<file path="config.mk">
export PLATFORM = sky130hd
export DESIGN_NAME = brce_ram
export DESIGN_NICKNAME = d
export VERILOG_FILES = /design/src/brce_ram.sv
export SDC_FILE = /design/constraint.sdc
export NUM_CORES = 2
export LEC_CHECK = 0
export BUFFER_PORTS_ARGS = -buffer_cell sky130_fd_sc_hd__buf_2
export CAP_MARGIN = 25
export CELL_PAD_IN_SITES_DETAIL_PLACEMENT = 1
export CELL_PAD_IN_SITES_GLOBAL_PLACEMENT = 1
export CORE_AREA = 2 2 532 534
export DETAILED_ROUTE_END_ITERATION = 6
export DIE_AREA = 0 0 534 536
export PLACE_DENSITY_LB_ADDON = 0.1
export SYNTH_ARGS = -nofsm -noshare
export SYNTH_HDL_FRONTEND = slang
export SYNTH_SLANG_ARGS = --single-unit
</file>
<file path="constraint.sdc">
create_clock -name clk -period 8.4 [get_ports clk]
set_clock_uncertainty 0.1 [all_clocks]
set_input_delay 0.42 -clock clk [delete_from_list [all_inputs] [get_ports clk]]
set_output_delay 0.42 -clock clk [all_outputs]
set_load 0.02 [all_outputs]
</file>
<file path="src/brce_ram.sv">
// ----------------------------------------------------------------------------
// brce_ram
// generic simple dual port ram, one write and one registered read port
// ----------------------------------------------------------------------------
module brce_ram #(
	parameter  int WIDTH = 64,
	parameter  int DEPTH = 64,
	localparam int AW    = (DEPTH > 1) ? $clog2(DEPTH) : 1
) (
	input  logic             clk,
	input  logic             we,
	input  logic [AW-1:0]    waddr,
	input  logic [WIDTH-1:0] wdata,
	input  logic [AW-1:0]    raddr,
	output logic [WIDTH-1:0] rdata
);

	logic [WIDTH-1:0] mem_q [DEPTH];

	always_ff @(posedge clk) begin
		if (we) begin
			mem_q[waddr] <= wdata;
		end
		rdata <= mem_q[raddr];
	end

endmodule

</file>
# Word level (Yosys, flattened, before mapping)
# Memories as Yosys holds them, arrays and structs flattened. A register that Yosys moved wholly into a read port is not among the register bits.
# Index checks and enable logic that the tools add are counted.
# W data, S select, Z words.
# op_classes
mux	2
# op_table
cell	n
$mux W1	2
# word_totals
ff_bits	0
mem_bits_rw	4096
input_bits	78
out_inout_bits	64
word_cells	3
mem_count	1
# memory_table
memory	depth	word_bits	read_ports	rd_clocked_by_memory_dff	wr	line	text
mem_q	64	64	1	1	1	18	logic [WIDTH-1:0] mem_q [DEPTH];

# Logic depth before layout (Yosys ltp)
# logic_depth
ltp_word	2
depth_mapped	9
mapped_depth_nobuf	5

# Worst setup path after synthesis
# OpenSTA, ideal clock, no wires.
# synth_path
path_kind	input port to flip-flop
start	input waddr[3]
end	memory mem_q[48][0], enable pin
setup_ps	564
arrival_ps	5292
required_ps	7736
setup_slack_ps	2444
stages	4
path_buffers	1
path_cell_list	clkbuf_1 -> nor2b_1 -> nand4b_1 -> nor3_1
# synth_rtl
item	line	text
from (decl)	12	input logic [AW-1:0] waddr,
to (decl)	18	
# No word-level cell before the write port.

==> flow_results.org <==
** Timing
- At the pin with the least slew margin, the transition time is approximately 1100 ps.
- Fraction of the cycle the final worst path needs :: around 40%
- Final setup viols :: 0
- Highest attainable clock frequency :: about 310 MHz
- Number of max-slew violations in the final report :: 0
- Shortest period the worst path allows :: around 3300 ps
- Headroom to the max-slew limit came out at between 20% and 30%.
- Final Hold Viols :: 0
- Hold is met by between 80 and 90 ps.
- Summed over all failing endpoints, the final setup total negative slack is 0 ps.
- Setup repair after global routing left no endpoint under its margin.

** Final layout
- Post-layout net count :: 7,185
- Cells with a size suffix above 1 make up between 20% and 30% of the layout.
- Counting the fill cells in the layout gives about 22,000.
- In the final layout, the multi-input gates occupy approximately 0.031 sq mm.
- The sequential cells in the finished layout cover a total of 0.124 sq mm.
- Post-synthesis to final-layout area growth :: 14.0%

** Route
- The pre-antenna-repair detailed-routing pass consisted of 5 iterations.
- The routed layout has approximately 76,000 vias.
- Post-route DRC :: 0
- For this block, the initial DRC count from the detailed router was between 10,000 and 15,000.
- After detailed routing, the total wire length is between 400 and 500 mm.
- Dividing the detail-routed via count by the number of cells gives 6.81.
- In the final routed layout, each cell accounts on average for 40.3 um.
- Number of nets still failing antenna checks after routing :: 0

** Synthesis
- When the netlist entered floorplanning its net count stood at 6,676.
- The synthesized design contains slightly above 4,000 enable-type register cells.
- After synthesis, the share of flip-flops with an asynchronous set or reset is 0%.
- For this run, the number of Yosys warnings is 0.
- The commonest cells after synthesis are 4,096 x sky130_fd_sc_hd__edfxtp_1, 1,024 x sky130_fd_sc_hd__mux4_2, 170 x sky130_fd_sc_hd__buf_2.
- The synthesized netlist occupies a cell area of about 0.16 sq mm.
- The average instance in the mapped netlist occupies roughly 24 sq um.
- Summed over all instances, the cell type with the most area after synthesis is sky130_fd_sc_hd__edfxtp_1.
- Yosys instantiated no cell more often than sky130_fd_sc_hd__edfxtp_1.
- Sequential-to-total area share from yosys stat :: approximately 79%
- The most used flip-flop cell after synthesis is sky130_fd_sc_hd__edfxtp_1.
- In this run, synthesis produced a sequential element count of about 4,200.
- Counting distinct cell types in the post-synthesis netlist gives 33.
- After synthesis, the largest area contributor takes up 78.7% of total cell area.
- Leading cell types by total area after synthesis :: sky130_fd_sc_hd__edfxtp_1 79%, sky130_fd_sc_hd__mux4_2 15%, sky130_fd_sc_hd__mux2i_1 0.86%
- Synth Instances :: roughly 6,600

** Floorplanning
- For this configuration, the core starts out at a cell density of a little under three fifths.
- The die covers between 0.2 and 0.3 sq mm.
- Number of I/O pins :: about 140
- Core Box Area :: 0.281 sq mm
- From bottom edge to top edge, the die measures ~540 um.
- From left edge to right edge, the die measures between 500 and 600 um.
- The floorplan has 195 rows.

** Critical path
- For the worst setup path, the data arrival time is 3970 ps.
- The signal on the critical path passes through buf_8, buf_12, buf_4, mux4_2, or3_1, a41oi_1, a211oi_1.
- Slowest cell on the critical path :: sky130_fd_sc_hd__buf_4
- Required @ worst endpoint :: between 9000 and 10,000 ps
- CP startpoint kind :: input pin
- For this run, the slowest stage of the critical path takes about 780 ps.
- Biggest fanout along the worst timing path :: between 90 and 100
- The worst setup path is captured at a flip-flop.
- CP Class :: input pin to flip-flop

** Clock network
- TritonCTS built the clock tree.
- Worst-skew pair later-pin latency :: approximately 970 ps
- Number of buffers on the longest clock path :: 4
- Clk slew on worst S/H paths :: 60 ps
- Counting the buffers created by CTS gives about 420.
- The root buffer cell chosen for the clock tree is sky130_fd_sc_hd__clkbuf_16.
- Number of resized instances in the post-cts repair step :: 0
- Max H-tree Level :: 5
- For this design, the sink count on the clock tree is approximately 4,200.

** Global route
- GR Util All Layers :: 31.8%
- The via count of the first global-routing pass came to 79,100.
- The number of antenna violations at the first check in global routing was 25.
- After global routing, the most crowded layer is met2.
- Met1 Resource Use GR :: about 46%
- Wire length of the first global-routing pass :: 629 mm
- Entering global routing, the biggest net connects 118 pins.
- Met3 usage in global routing :: between 6 and 7%
- In the global route stage, met2 resource usage came out at approximately 50%.
- Summed over all layers, the global routing overflow is 0.

** Power and ir drop
- Leakage power figure :: between 0.05 and 0.06 uW
- VDD sags by at most between 0.15 and 0.2 mV.
- In this run the power density over the cells is approximately 250 mW/mm^2.

** Outcome
- Run status :: finished clean

** Place
- Once detailed placement completed, the half-perimeter wirelength came to around 240 mm.
- Buffers placed on the I/O ports in this run total around 140.
- Gpl congestion :: approximately 0.79

** Flow run
- Maximum capacitance violations :: 0

** Min path
- The path class of the tightest hold or removal check is input pin to flip-flop.
==> power breakdown <==
part | total, uW | switching, uW | internal [uW]
logic | 2120 | 1340 | 779
clock network | 19100 | 7980 | 11100
registers | 23100 | 109 | 23000
==> cells by family (layout without fill, tap and decap cells) <==
logic type / after synthesis / count (layout) / share of synthesized area (%)
buffers and inverters: 389 / 1254 / 1.18
flip-flops: 4160 / 4160 / 79.5
AND/OR/NAND/NOR: 386 / 386 / 1.24
AO/OA/AOI/OAI: 504 / 504 / 2.48
multiplexers: 1159 / 1159 / 15.6
other: 0 / 11 / 0
==> repair_timing <==
action,4_1_cts,5_1_grt
hold buffers,10,46
buffers inserted,0,0
hold endpoints to repair,346,2325
==> metal layers <==
metal / share of wire [%] / vias up / wire, um
li1: - / 29500 / -
met1: 39 / 41900 / 177000
met2: 48 / 4337 / 217000
met3: 9.9 / 663 / 44600
met4: 3.0 / 10 / 13500
met5: 0.015 / - / 68
==> worst max-delay path, delay by kind of cell <==
kind            cells  cell delay (ps)
buf+inv             3             1770
compound gates      2              480
mux                 1              590
simple gates        1              330
==> area by class of cell <==
type	count	area share, %
clock inverter	239	1.47
inverter	19	0.0400
timing repair buffer	459	2.46
tap	3743	2.63
multi-input combinational	2049	17.3
sequential	4160	69.7
antenna	11	0.0154
clock buffer	537	6.38
==> per-stage QoR <==
step,power (uW),instance area (sq um),worst slack (ps),instances,util (%)
floorplan,24600,156000,2440,6598,-
global placement,25500,162000,4190,10300,57.8
detailed placement,25600,163000,4230,10300,57.9
CTS,44400,177000,5210,11100,62.9
global route,45300,178000,5080,11200,63.5
finish,44300,178000,5140,11200,63.5
==> sequential cells by signal (all words and copies together) (netlist names) <==
| name | cells |
|---|---|
| mem_q | 4096 |
| rdata | 64 |
==> final timing paths <==
check                                          endpoint  slack (ps)  depth (start not counted)               startpoint
worst min register to register        rdata[63]$_DFF_P_         770                          4  mem_q[53][63]$_DFFE_PP_
worst max register to register        rdata[13]$_DFF_P_        6040                          5  mem_q[55][13]$_DFFE_PP_
worst max-delay path                  rdata[58]$_DFF_P_        5140                          7                 raddr[1]
worst min-delay path            mem_q[41][15]$_DFFE_PP_          80                          1                wdata[15]
==> layout by cell type, fill, tap and decap left out, types with 38 or more instances in the layout <==
master	Yosys	layout
sky130_fd_sc_hd__and3_1	64	64
sky130_fd_sc_hd__buf_4	34	175
sky130_fd_sc_hd__mux2i_1	135	135
sky130_fd_sc_hd__o22ai_1	83	83
sky130_fd_sc_hd__buf_12	0	81
sky130_fd_sc_hd__o221ai_1	38	38
sky130_fd_sc_hd__dfxtp_1	64	64
sky130_fd_sc_hd__a22oi_1	168	168
sky130_fd_sc_hd__clkinv_1	0	69
sky130_fd_sc_hd__clkbuf_16	0	426
sky130_fd_sc_hd__mux4_2	1024	1024
sky130_fd_sc_hd__clkbuf_1	140	81
sky130_fd_sc_hd__a22o_1	88	88
sky130_fd_sc_hd__buf_2	170	138
sky130_fd_sc_hd__nand3_1	45	45
sky130_fd_sc_hd__edfxtp_1	4096	4096
sky130_fd_sc_hd__nor2_1	112	47
sky130_fd_sc_hd__bufinv_16	0	49
sky130_fd_sc_hd__a211oi_1	63	62
sky130_fd_sc_hd__clkinv_2	0	91
sky130_fd_sc_hd__nor2_4	0	65
sky130_fd_sc_hd__nand2_1	58	54
sky130_fd_sc_hd__dlygate4sd3_1	0	56
Note: power is estimated with default switching activity, not from simulation.
