## src/brce_pkg.sv

```systemverilog
// ----------------------------------------------------------------------------
// brce_pkg
// shared types and constants for the bitmap run claim engine
// ----------------------------------------------------------------------------
package brce_pkg;

	// fixed width of every field on the result beats and of position and run_length on item beats
	localparam int FIELD_W = 13;

	// default geometry, handed to the top level parameters
	localparam int NUM_GRANULES_DEF = 4096;
	localparam int WORD_BITS_DEF    = 64;

	// saturation ceiling of the free count field
	localparam int FIELD_MAX = 8191;

	typedef enum logic [1:0] {
		ACT_CLAIM_LEFT  = 2'd0,
		ACT_CLAIM_RIGHT = 2'd1,
		ACT_MARK_FREE   = 2'd2,
		ACT_MARK_ALLOC  = 2'd3
	} action_t;

	typedef struct packed {
		action_t              action;
		logic [FIELD_W-1:0]   position;
		logic [FIELD_W-1:0]   run_length;
	} item_t;

	typedef struct packed {
		logic [FIELD_W-1:0]   claimed_count;
		logic [FIELD_W-1:0]   run_edge;
		logic [FIELD_W-1:0]   free_count;
	} result_t;

	// control of the shared word unit
	typedef struct packed {
		logic reverse;   // walk the word from the top bit down
		logic claim;     // take the run of ones from the start offset
		logic set_bits;  // set the masked bits instead of clearing them
	} unit_ctl_t;

endpackage

```

## src/brce_run_unit.sv

```systemverilog
// ----------------------------------------------------------------------------
// brce_run_unit
// one bitmap word: find the run of free bits from an offset, or mask a
// bit range, and return the updated word
// ----------------------------------------------------------------------------
module brce_run_unit #(
	parameter  int WORD_BITS = brce_pkg::WORD_BITS_DEF,
	localparam int BW        = $clog2(WORD_BITS)
) (
	input  logic [WORD_BITS-1:0] word_in,
	input  logic [BW-1:0]        lo,
	input  logic [BW:0]          hi,
	input  brce_pkg::unit_ctl_t  ctl,
	output logic [WORD_BITS-1:0] word_out,
	output logic [BW:0]          run,
	output logic                 run_full
);

	logic [WORD_BITS-1:0] w;
	logic [WORD_BITS-1:0] sh;
	logic [WORD_BITS-1:0] mask;
	logic [WORD_BITS-1:0] nw;
	logic [BW:0]          stop;

	always_comb begin
		for (int i = 0; i < WORD_BITS; i++) begin
			w[i] = ctl.reverse ? word_in[WORD_BITS-1-i] : word_in[i];
		end
		sh = w >> lo;
		// first zero at or above the offset ends the run
		run = (BW+1)'(WORD_BITS);
		for (int i = WORD_BITS-1; i >= 0; i--) begin
			if (!sh[i]) begin
				run = (BW+1)'(i);
			end
		end
		stop = ctl.claim ? ({1'b0, lo} + run) : hi;
		for (int i = 0; i < WORD_BITS; i++) begin
			mask[i] = ((BW+1)'(i) >= {1'b0, lo}) && ((BW+1)'(i) < stop);
		end
		nw = ctl.set_bits ? (w | mask) : (w & ~mask);
		for (int i = 0; i < WORD_BITS; i++) begin
			word_out[i] = ctl.reverse ? nw[WORD_BITS-1-i] : nw[i];
		end
		run_full = ctl.claim && (stop == (BW+1)'(WORD_BITS));
	end

endmodule

```

## config.mk

```make
export PLATFORM = sky130hd
export DESIGN_NAME = brce_run_unit
export DESIGN_NICKNAME = d
export VERILOG_FILES = /design/src/brce_pkg.sv /design/src/brce_run_unit.sv
export SDC_FILE = /design/constraint.sdc
export NUM_CORES = 1
export LEC_CHECK = 0
export ABC_CLOCK_PERIOD_IN_PS = 25000
export BUFFER_PORTS_ARGS = -buffer_cell sky130_fd_sc_hd__buf_4
export CORE_MARGIN = 2
export CORE_UTILIZATION = 35
export DETAILED_ROUTE_END_ITERATION = 10
export SETUP_SLACK_MARGIN = 0.3
export SLEW_MARGIN = 20
export SYNTH_ARGS = -nofsm -noshare
export SYNTH_HDL_FRONTEND = slang
export SYNTH_SLANG_ARGS = --single-unit
```

## constraint.sdc

```tcl
create_clock -name vclk -period 25
set_input_delay 5 -clock vclk [all_inputs]
set_output_delay 5 -clock vclk [all_outputs]
set_load 0.01 [all_outputs]
```

After elaboration in Yosys (flattened, before gate mapping)
Cells that the tools add are included.
- add/subtract/negate cells: 1
- magnitude comparators: 127
- eq/ne operators: 1
- shift-type cells: 1
- multiplexer cells: 194
- bitwise gates (word level): 3
- reductions and logical operators: 64
- operators with widths (cell ; number):
    7-bit 2-to-1 mux ; 65
    6-bit by 7-bit less-than comparator with 1-bit output, first input constant ; 32
    6-bit >= comparator, first input constant ; 31
    1-bit 2-to-1 mux ; 128
    5-bit by 7-bit less-than comparator with 1-bit output, first input constant ; 16
    5-bit by 6-bit >= comparator with 1-bit output, first input constant ; 16
    64-bit bitwise AND ; 1
    1-bit logical AND ; 64
    64-bit 2-to-1 mux ; 1
    64-bit NOT ; 1
    64-bit bitwise OR ; 1
    64-bit by 6-bit right shift with 64-bit output ; 1
    4-bit by 7-bit less-than comparator with 1-bit output, first input constant ; 8
    4-bit by 6-bit >= comparator with 1-bit output, first input constant ; 8
    3-bit by 7-bit less-than comparator with 1-bit output, first input constant ; 4
    3-bit by 6-bit >= comparator with 1-bit output, first input constant ; 4
    1-bit by 7-bit less-than comparator with 1-bit output, first input constant ; 2
    2-bit by 7-bit less-than comparator with 1-bit output, first input constant ; 2
    1-bit by 6-bit >= comparator with 1-bit output, first input constant ; 2
    2-bit by 6-bit >= comparator with 1-bit output, first input constant ; 2
    6-bit by 7-bit adder with 7-bit output ; 1
    7-bit equality test, second input constant ; 1
- register bits after elaboration: 0
- bits of input ports: 80
- output and inout port bits: 72
- word-level logic and storage cells: 391

Depth between registers and ports, before layout
Gate-level depths: netlist of run 1.
- depth after elaboration: 74
- gate-level depth with buffers: 34
- gate-level depth less buffers: 26

Worst setup path after synthesis of run 1
No wires, ideal clock.
- kind: input-to-output
- start point: in lo[1]
- end point: out word_out[61]
- data arrival time: 10.857 ns
- required time: 20.000 ns
- setup slack: 9.143 ns
- stages: 31
- path through: buf_2 > inv_1 > buf_2 > clkbuf_8 > clkbuf_8 > clkbuf_1 > clkbuf_8 > a22o_1 > nand3b_1 > a31oi_1 > o31ai_1 > a21o_1 > a21oi_1 > o21bai_1 > a31oi_1 > o21ai_0 > nand3_1 > a31oi_1 > o21ai_0 > ha_1 > a21o_1 > a21oi_1 > o21bai_1 > a21oi_1 > xnor2_1 > mux2_2 > nor2_1 > nand3_2 > or4_1 > a32o_1 > mux2_1
- cells in the longest elaborated chain, start to end: 73
- elaborated cells on any way between the ends: 78
- classes of those cells: add/sub: 1; order compare: 4; shift: 1; mux: 67; bitwise: 3; reduce/logical: 2
- ends and longest elaborated chain (element ; line ; source):
    from (decl) ; brce_run_unit.sv:11 ; input logic [BW-1:0] lo,
    64-bit by 6-bit right shift with 64-bit output * ; brce_run_unit.sv:29 ; sh = w >> lo;
    7-bit 2-to-1 mux (63 in series) ; brce_run_unit.sv:33 ; if (!sh[i]) begin
    7-bit 2-to-1 mux * ; brce_run_unit.sv:33 ;
    net run[1] ; brce_run_unit.sv:15 ; output logic [BW:0] run,
    6-bit by 7-bit adder with 7-bit output * ; brce_run_unit.sv:37 ; stop = ctl.claim ? ({1'b0, lo} + run) : hi;
    7-bit 2-to-1 mux * ; brce_run_unit.sv:37 ;
    6-bit by 7-bit less-than comparator with 1-bit output or 2-bit by 7-bit less-than comparator with 1-bit output (tied branches) ; brce_run_unit.sv:39 ; mask[i] = ((BW+1)'(i) >= {1'b0, lo}) && ((BW+1)'(i) < stop);
    1-bit logical AND ; brce_run_unit.sv:39 ;
    64-bit NOT ; brce_run_unit.sv:41 ; nw = ctl.set_bits ? (w | mask) : (w & ~mask);
    64-bit bitwise AND ; brce_run_unit.sv:41 ;
    64-bit 2-to-1 mux * ; brce_run_unit.sv:41 ;
    1-bit 2-to-1 mux * ; brce_run_unit.sv:43 ; word_out[i] = ctl.reverse ? nw[WORD_BITS-1-i] : nw[i];
    to (decl) ; brce_run_unit.sv:14 ; output logic [WORD_BITS-1:0] word_out,
Mark *: on every way through the listed nets, which the timed path passes. The rest lies on a longest branch.

Worst setup path after layout of run 1
- start point: in ctl[2] in the netlist's numbering
- end point: out word_out[34]
- cells in the longest elaborated chain, start to end: 74
- elaborated cells on any way between the ends: 140
- classes of those cells: add/sub: 1; order compare: 2; shift: 1; mux: 131; bitwise: 3; reduce/logical: 2
- ends and longest elaborated chain (element ; line ; source):
    from (decl) ; brce_run_unit.sv:13 ; input brce_pkg::unit_ctl_t ctl,
    1-bit 2-to-1 mux ; brce_run_unit.sv:27 ; w[i] = ctl.reverse ? word_in[WORD_BITS-1-i] : word_in[i];
    64-bit by 6-bit right shift with 64-bit output ; brce_run_unit.sv:29 ;
    7-bit 2-to-1 mux (64 in series) ; brce_run_unit.sv:33 ;
    6-bit by 7-bit adder with 7-bit output ; brce_run_unit.sv:37 ;
    7-bit 2-to-1 mux ; brce_run_unit.sv:37 ;
    6-bit by 7-bit less-than comparator with 1-bit output or 5-bit by 7-bit less-than comparator with 1-bit output (tied branches) ; brce_run_unit.sv:39 ;
    1-bit logical AND ; brce_run_unit.sv:39 ;
    64-bit NOT ; brce_run_unit.sv:41 ;
    64-bit bitwise AND ; brce_run_unit.sv:41 ;
    64-bit 2-to-1 mux ; brce_run_unit.sv:41 ;
    1-bit 2-to-1 mux * ; brce_run_unit.sv:43 ;
Every way passes the cells marked *; elsewhere a longest branch is shown, timed or not.

==> results of run 1 <==
==> critical path, delay by kind of cell <==
family                     cells  cell delay (ns)
AOI/OAI and AO/OA             11             2.63
adders and majority gates      2             0.64
buffers and inverters          3             1.49
muxes                          1             0.36
and+or+nand+nor               10             3.31
==> through the flow <==
stage	std cells	setup WS (ns)	area (um2)	utilization [%]
6_report	1912	6.49	13000	37.7
2_1_floorplan	1436	9.14	12300	-
4_1_cts	1911	6.54	13000	37.7
3_3_place_gp	1911	6.64	13000	37.7
3_5_place_dp	1911	6.55	13000	37.7
5_1_grt	1911	6.00	13000	37.7
==> final cells by class <==
type                       count  share of cell area [%]
multi-input combinational   1263                    84.9
timing repair buffer         177                    10.3
tap                          455                    4.37
inverter                      16                   0.461
antenna                        1                  0.0192
==> cells in the final DEF (no fill, tap or decap), drive strengths merged, types with 8 or more instances in the layout <==
cell     instances
a211oi          28
a21oi           61
a221oi          12
a22oi           27
a31o            11
a31oi           30
a32oi           31
and2            10
buf            177
inv             13
mux2           114
mux2i          119
mux4           136
nand2          121
nand2b          17
nand3           26
nand4           13
nor2           149
nor2b           13
nor3            41
nor4            10
o211ai          20
o21a             8
o21ai           57
o21bai           8
o221ai          11
o22ai           35
o2bb2ai          8
o31ai           12
o32ai           19
or2             11
or3             11
==> logic make-up after synthesis <==
| logic type | share of synthesized area (%) |
|---|---|
| and+or+nand+nor | 17.0 |
| AOI/OAI and AO/OA | 26.2 |
| muxes | 45.6 |
| buffers and inverters | 9.95 |
| adders and majority gates | 0.774 |
| xor gates and xnor gates | 0.357 |
==> path summary, 6_finish.rpt <==
kind / from / to / slack, ns
setup / recovery: ctl[2] / word_out[34] / 6.49
hold / removal: word_in[8] / word_out[8] / 10.40
==> metal layers <==
layer,vias up,GRT usage [%]
li1,5890,-
met5,-,0
met2,1394,52.1
met1,7096,48.6
met3,259,8.17
met4,2,19.6
==> reports/metrics.csv, run 1 <==
stage,metric,value,unit
detailed_routing,drt_iter0_markers,2902,
worst_setup_path,critical_path_class,in2out,
worst_setup_path,cp_max_fo,66,
detailed_routing,wl_met3,9.39,mm
floorplanning,dieArea,36600,um2
detailed_routing,wl_met2,27.6,mm
cells_and_area,n_fill_cell,3638,
worst_setup_path,end_kind,output port,
synthesis,yosysSeqAreaShare,0,%
floorplanning,die_h,191,um
worst_setup_path,cp.arrival,13.51,ns
clocking,cts_resized,0,
clocking,post_cts_buffers,0,
place,gp_congestion,1.07,
sta,tightest_slew,1.14,ns
detailed_routing,route.detailed.drc,0,
sta,tns,0,ns
detailed_routing,top_layer_used,met5,
sta,post-route-period-util,74.0,%
synthesis,syn_area_per_cell,8.55,um2
hold_path,hold_depth,3,
cells_and_area,drive_gt1_share,30.6,%
sta,timing.final.crit_period,18.51,ns
worst_setup_path,cp_slowest_stage_delay,0.71,ns
synthesis,ys_types,101,
run_status,status,"complete, no violations",
cells_and_area,synthToLayoutAreaGrowth,6.15,%
synthesis,syn-cell-area,12300,um2
floorplanning,ios,152,
sta,slew_violations,0,
synthesis,synth_common_cells,"nor2_1 (148), nand2_1 (121), mux2i_1 (119), mux4_2 (118), mux2_2 (93)",
synthesis,synth_area_leaders,"mux4_2 (22%), mux2i_1 (9.7%), mux2_2 (8.5%)",
global_routing,grt_pass1_wl,97.0,mm
floorplanning,initial_utilization,35.6,%
sta,hold_ws,10.40,ns
clocking,hold_buffers,0,
synthesis,synth_area_leader_cell,mux4_2,
detailed_routing,drt-vias-per-instance,7.66,
hold_path,hp-class,in2out,
global_routing,antenna_found_initial,2,
cells_and_area,final-seq-area,0,um2
synthesis,synth.most_common_cell,nor2_1,
place,dp_hpwl,50.5,mm
synthesis,syn_nets,1523,
synthesis,yosysTopAreaCellShare,21.6,%
worst_setup_path,cp-start-kind,input pin,
cells_and_area,multi_input_area,11100,um2
cells_and_area,num-nets-final,1545,
cells_and_area,seq_cells,0,
detailed_routing,wl_per_cell,35.2,um
detailed_routing,routed_wl,67.2,mm
floorplanning,core.rowCount,68,
global_routing,grt_pass1_vias,13494,
detailed_routing,vias,14641,
global_routing,grt_max_degree,96,
cells_and_area,clkbuf_count,0,
global_routing,grt.overflow.total,0,
global_routing,grt_use_total,35.8,%
sta,timing.slew.headroom,22.0,%
sta,hold_violations,0,
worst_setup_path,required,20.00,ns
floorplanning,core_area,34500,um2
synthesis,syn-instance-count,1436,
sta,finalSetupViolations,0,
worst_setup_path,critPathMostFrequentCell,nor2_1,
worst_setup_path,crit_slowest_cell,or3_2,
detailed_routing,drt.antenna.violating_nets,0,
detailed_routing,drt_first_pass_iters,6,
place,io_buffers,152,
sta,fmaxAchievable,0.0540,GHz
sta,rsz0062_at_grt,no,
synthesis,yosys_warnings,0,
run,cap_violations,0,
floorplanning,die_x,191,um
detailed_routing,wl_met1,25.3,mm
==> run 2, diff against run 1 <==
--- a/config.mk
+++ b/config.mk
@@ -5,7 +5,8 @@
 export SDC_FILE = /design/constraint.sdc
 export NUM_CORES = 1
 export LEC_CHECK = 0
-export ABC_CLOCK_PERIOD_IN_PS = 25000
+export ABC_AREA = 1
+export ABC_CLOCK_PERIOD_IN_PS = 16470
 export BUFFER_PORTS_ARGS = -buffer_cell sky130_fd_sc_hd__buf_4
 export CORE_MARGIN = 2
 export CORE_UTILIZATION = 35
==> constraint.sdc (replaced) <==
create_clock -name vclk -period 16.47
set_input_delay 3.294 -clock vclk [all_inputs]
set_output_delay 3.294 -clock vclk [all_outputs]
set_load 0.01 [all_outputs]
==> reports/metrics.csv, run 2 <==
stage,metric,value,unit,change
detailed_routing,routed_wl,39.7,mm,was 67.2 mm
global_routing,grt.overflow.total,0,,unchanged
worst_setup_path,crit_slowest_cell,nor2_1,,was or3_2
detailed_routing,wl_per_cell,19.4,um,was 35.2 um
global_routing,grt_pass1_wl,60.7,mm,was 97.0 mm
global_routing,grt_pass1_vias,10718,,was 13.5k
floorplanning,initial_utilization,35.8,%,was 35.6%
place,io_buffers,152,,unchanged
worst_setup_path,critical_path_class,in2out,,unchanged
sta,timing.slew.headroom,29.9,%,was 22.0%
synthesis,syn-instance-count,1702,,"was 1,436"
detailed_routing,drt_iter0_markers,1169,,"was 2,902"
cells_and_area,synthToLayoutAreaGrowth,13.1,%,was 6.15%
power,p_leak,4.37,nW,
cells_and_area,post-route-util,40.5,%,was 37.7%
synthesis,synth_top_family_by_area,simple AND/OR/NAND/NOR gates,,was multiplexers
synthesis,synth_area_leaders,"nand2_1 (28%), o21ai_1 (11%), o21ai_0 (9.9%)",,"was mux4_2 (22%), mux2i_1 (9.7%), mux2_2 (8.5%)"
floorplanning,ios,152,,unchanged
detailed_routing,route.detailed.drc,0,,unchanged
cells_and_area,final-seq-area,0,um2,unchanged
cells_and_area,seq_cells,0,,unchanged
synthesis,synth_area_leader_cell,nand2_1,,was mux4_2
sta,fmaxAchievable,0.0664,GHz,
worst_setup_path,crit_family,simple AND/OR/NAND/NOR gates,,unchanged
hold_path,hp-class,in2out,,unchanged
worst_setup_path,end_kind,output port,,unchanged
synthesis,synth-xor-area-share,0.431,%,was 0.357%
sta,hold_violations,0,,unchanged
floorplanning,die_h,156,um,was 191 um
place,dp_hpwl,32.6,mm,was 50.5 mm
synthesis,yosysSeqAreaShare,0,%,unchanged
worst_setup_path,cp_slowest_stage_delay,0.78,ns,was 0.71 ns
cells_and_area,clkbuf_count,0,,unchanged
global_routing,grt_max_degree,177,,was 96
synthesis,synth_compound_area_share,39.3,%,was 26.2%
place,dp_cells,2051,,"was 1,911"
cells_and_area,num-nets-final,1855,,"was 1,545"
synthesis,synth_common_cells,"nand2_1 (601), o21ai_1 (183), o21ai_0 (161), inv_1 (134), nor2_1 (106)",,"was nor2_1 (148), nand2_1 (121), mux2i_1 (119), mux4_2 (118), mux2_2 (93)"
worst_setup_path,cp_max_fo,47,,was 66
worst_setup_path,required,13.18,ns,was 20.00 ns
synthesis,synthAdderAreaFrac,1.17,%,was 0.774%
floorplanning,dieArea,24500,um2,"was 36,600 um2"
sta,finalSetupViolations,0,,unchanged
power,vdd_ir_drop_max,0.0000177,V,
power,p_per_area,44.8,nW/um2,
power,power.total,0.000413,W,
synthesis,syn_nets,1789,,"was 1,523"
detailed_routing,drt.antenna.violating_nets,0,,unchanged
sta,slew_violations,0,,unchanged
sta,tightest_slew,1.04,ns,was 1.14 ns
place,gp_congestion,1.01,,was 1.07
worst_setup_path,cp_num_buf_inv,3,,unchanged
sta,timing.final.crit_period,15.06,ns,
cells_and_area,multi_input_area,6800,um2,"was 11,100 um2"
cells_and_area,drive_gt1_share,15.9,%,was 30.6%
floorplanning,die_x,156,um,was 191 um
detailed_routing,vias,11579,,was 14.6k
floorplanning,core.rowCount,55,,was 68
synthesis,syn_area_per_cell,4.78,um2,was 8.55 um2
sta,post-route-period-util,91.5,%,
floorplanning,core_area,22700,um2,"was 34,500 um2"
detailed_routing,drt_first_pass_iters,6,,unchanged
synthesis,synth.most_common_cell,nand2_1,,was nor2_1
synthesis,synthMuxAreaShare,1.11,%,was 45.6%
sta,rsz0062_at_grt,no,,unchanged
cells_and_area,finalNonFillerCells,2051,,"was 1,912"
worst_setup_path,critPathMostFrequentCell,nand2_1,,was nor2_1
global_routing,antenna_found_initial,0,,was 2
synthesis,yosysTopAreaCellShare,27.8,%,was 21.6%
cells_and_area,n_fill_cell,2716,,"was 3,638"
sta,tns,0,ns,unchanged
synthesis,synth-simple-area-share,41.6,%,was 17.0%
clocking,post_cts_buffers,0,,unchanged
cells_and_area,diodes,0,,was 1
worst_setup_path,cp.arrival,11.77,ns,was 13.51 ns
synthesis,syn-cell-area,8130,um2,"was 12,300 um2"
cells_and_area,mostFrequentLayoutCell,nand2_1,,was buf_4
cells_and_area,final_cell_mix,"nand2_1 (601), o21ai_1 (183), buf_4 (168), o21ai_0 (161), inv_1 (133)",,"was buf_4 (174), nor2_1 (147), nand2_1 (121), mux2i_1 (118), mux4_2 (118)"
global_routing,grt_use_total,31.7,%,was 35.8%
worst_setup_path,cp-start-kind,input pin,,unchanged
run,cap_violations,0,,unchanged
synthesis,yosys_warnings,0,,unchanged
sta,hold_ws,7.04,ns,was 10.40 ns
synthesis,ys_types,57,,was 101
detailed_routing,drt-vias-per-instance,5.65,,was 7.66
run_status,status,"complete, no violations",,unchanged
## run 2: cell count changes in the layout (fill, tap and decap cells not counted), sizes merged, moves of 50 or more
cell   delta
mux2i   -110
inv     +182
mux2    -114
nand2   +483
mux4    -136
o21ai   +310
nand3    +50
## run 2: repair_timing
| item | 4_1_cts | 5_1_grt |
|---|---|---|
| gates resized for setup | 0 | 1 |
| setup endpoints to repair | 0 | 1 |
| hold buffers | 0 | 0 |
## run 2: cell type report
| type | count | share of cell area [%] |
|---|---|---|
| timing repair buffer | 170 | 14.1 |
| multi-input combinational | 1398 | 73.9 |
| tap | 285 | 3.88 |
| inverter | 198 | 8.19 |
## run 2: per-layer routing
| layer | GRT usage (%) | wire, um |
|---|---|---|
| met1 | 43.8 | 17400 |
| met2 | 51.3 | 17400 |
| met3 | 2.69 | 3390 |
| met4 | 11.5 | 1550 |
| met5 | 0 | 0 |
## run 2: logic make-up (layout without fill, tap and decap cells)
group | count (synthesis) | count (layout)
xor gates and xnor gates | 4 | 4
and+or+nand+nor | 830 | 830
adders and majority gates | 7 | 7
AOI/OAI and AO/OA | 548 | 548
muxes | 9 | 9
buffers and inverters | 304 | 368
## run 2: report_power, final
| group | switching, W | internal, W |
|---|---|---|
| clock network | 0 | 0 |
| registers | 0 | 0 |
| logic | 0.000277 | 0.000136 |
## run 2: metrics by stage
stage / setup slack [ns] / cell area [um2]
after global routing: 0.360 / 9200
final: 1.41 / 9200
after CTS: 1.52 / 9190
after floorplan: 3.83 / 8130
after global placement: 1.45 / 9190
after detailed placement: 1.58 / 9190
## run 2: final timing paths
kind / start / cells after the start / end
worst max-delay path: lo[3] / 80 / word_out[39]
worst min-delay path: ctl[1] / 4 / run_full
Power figures use the tool's default switching activity.
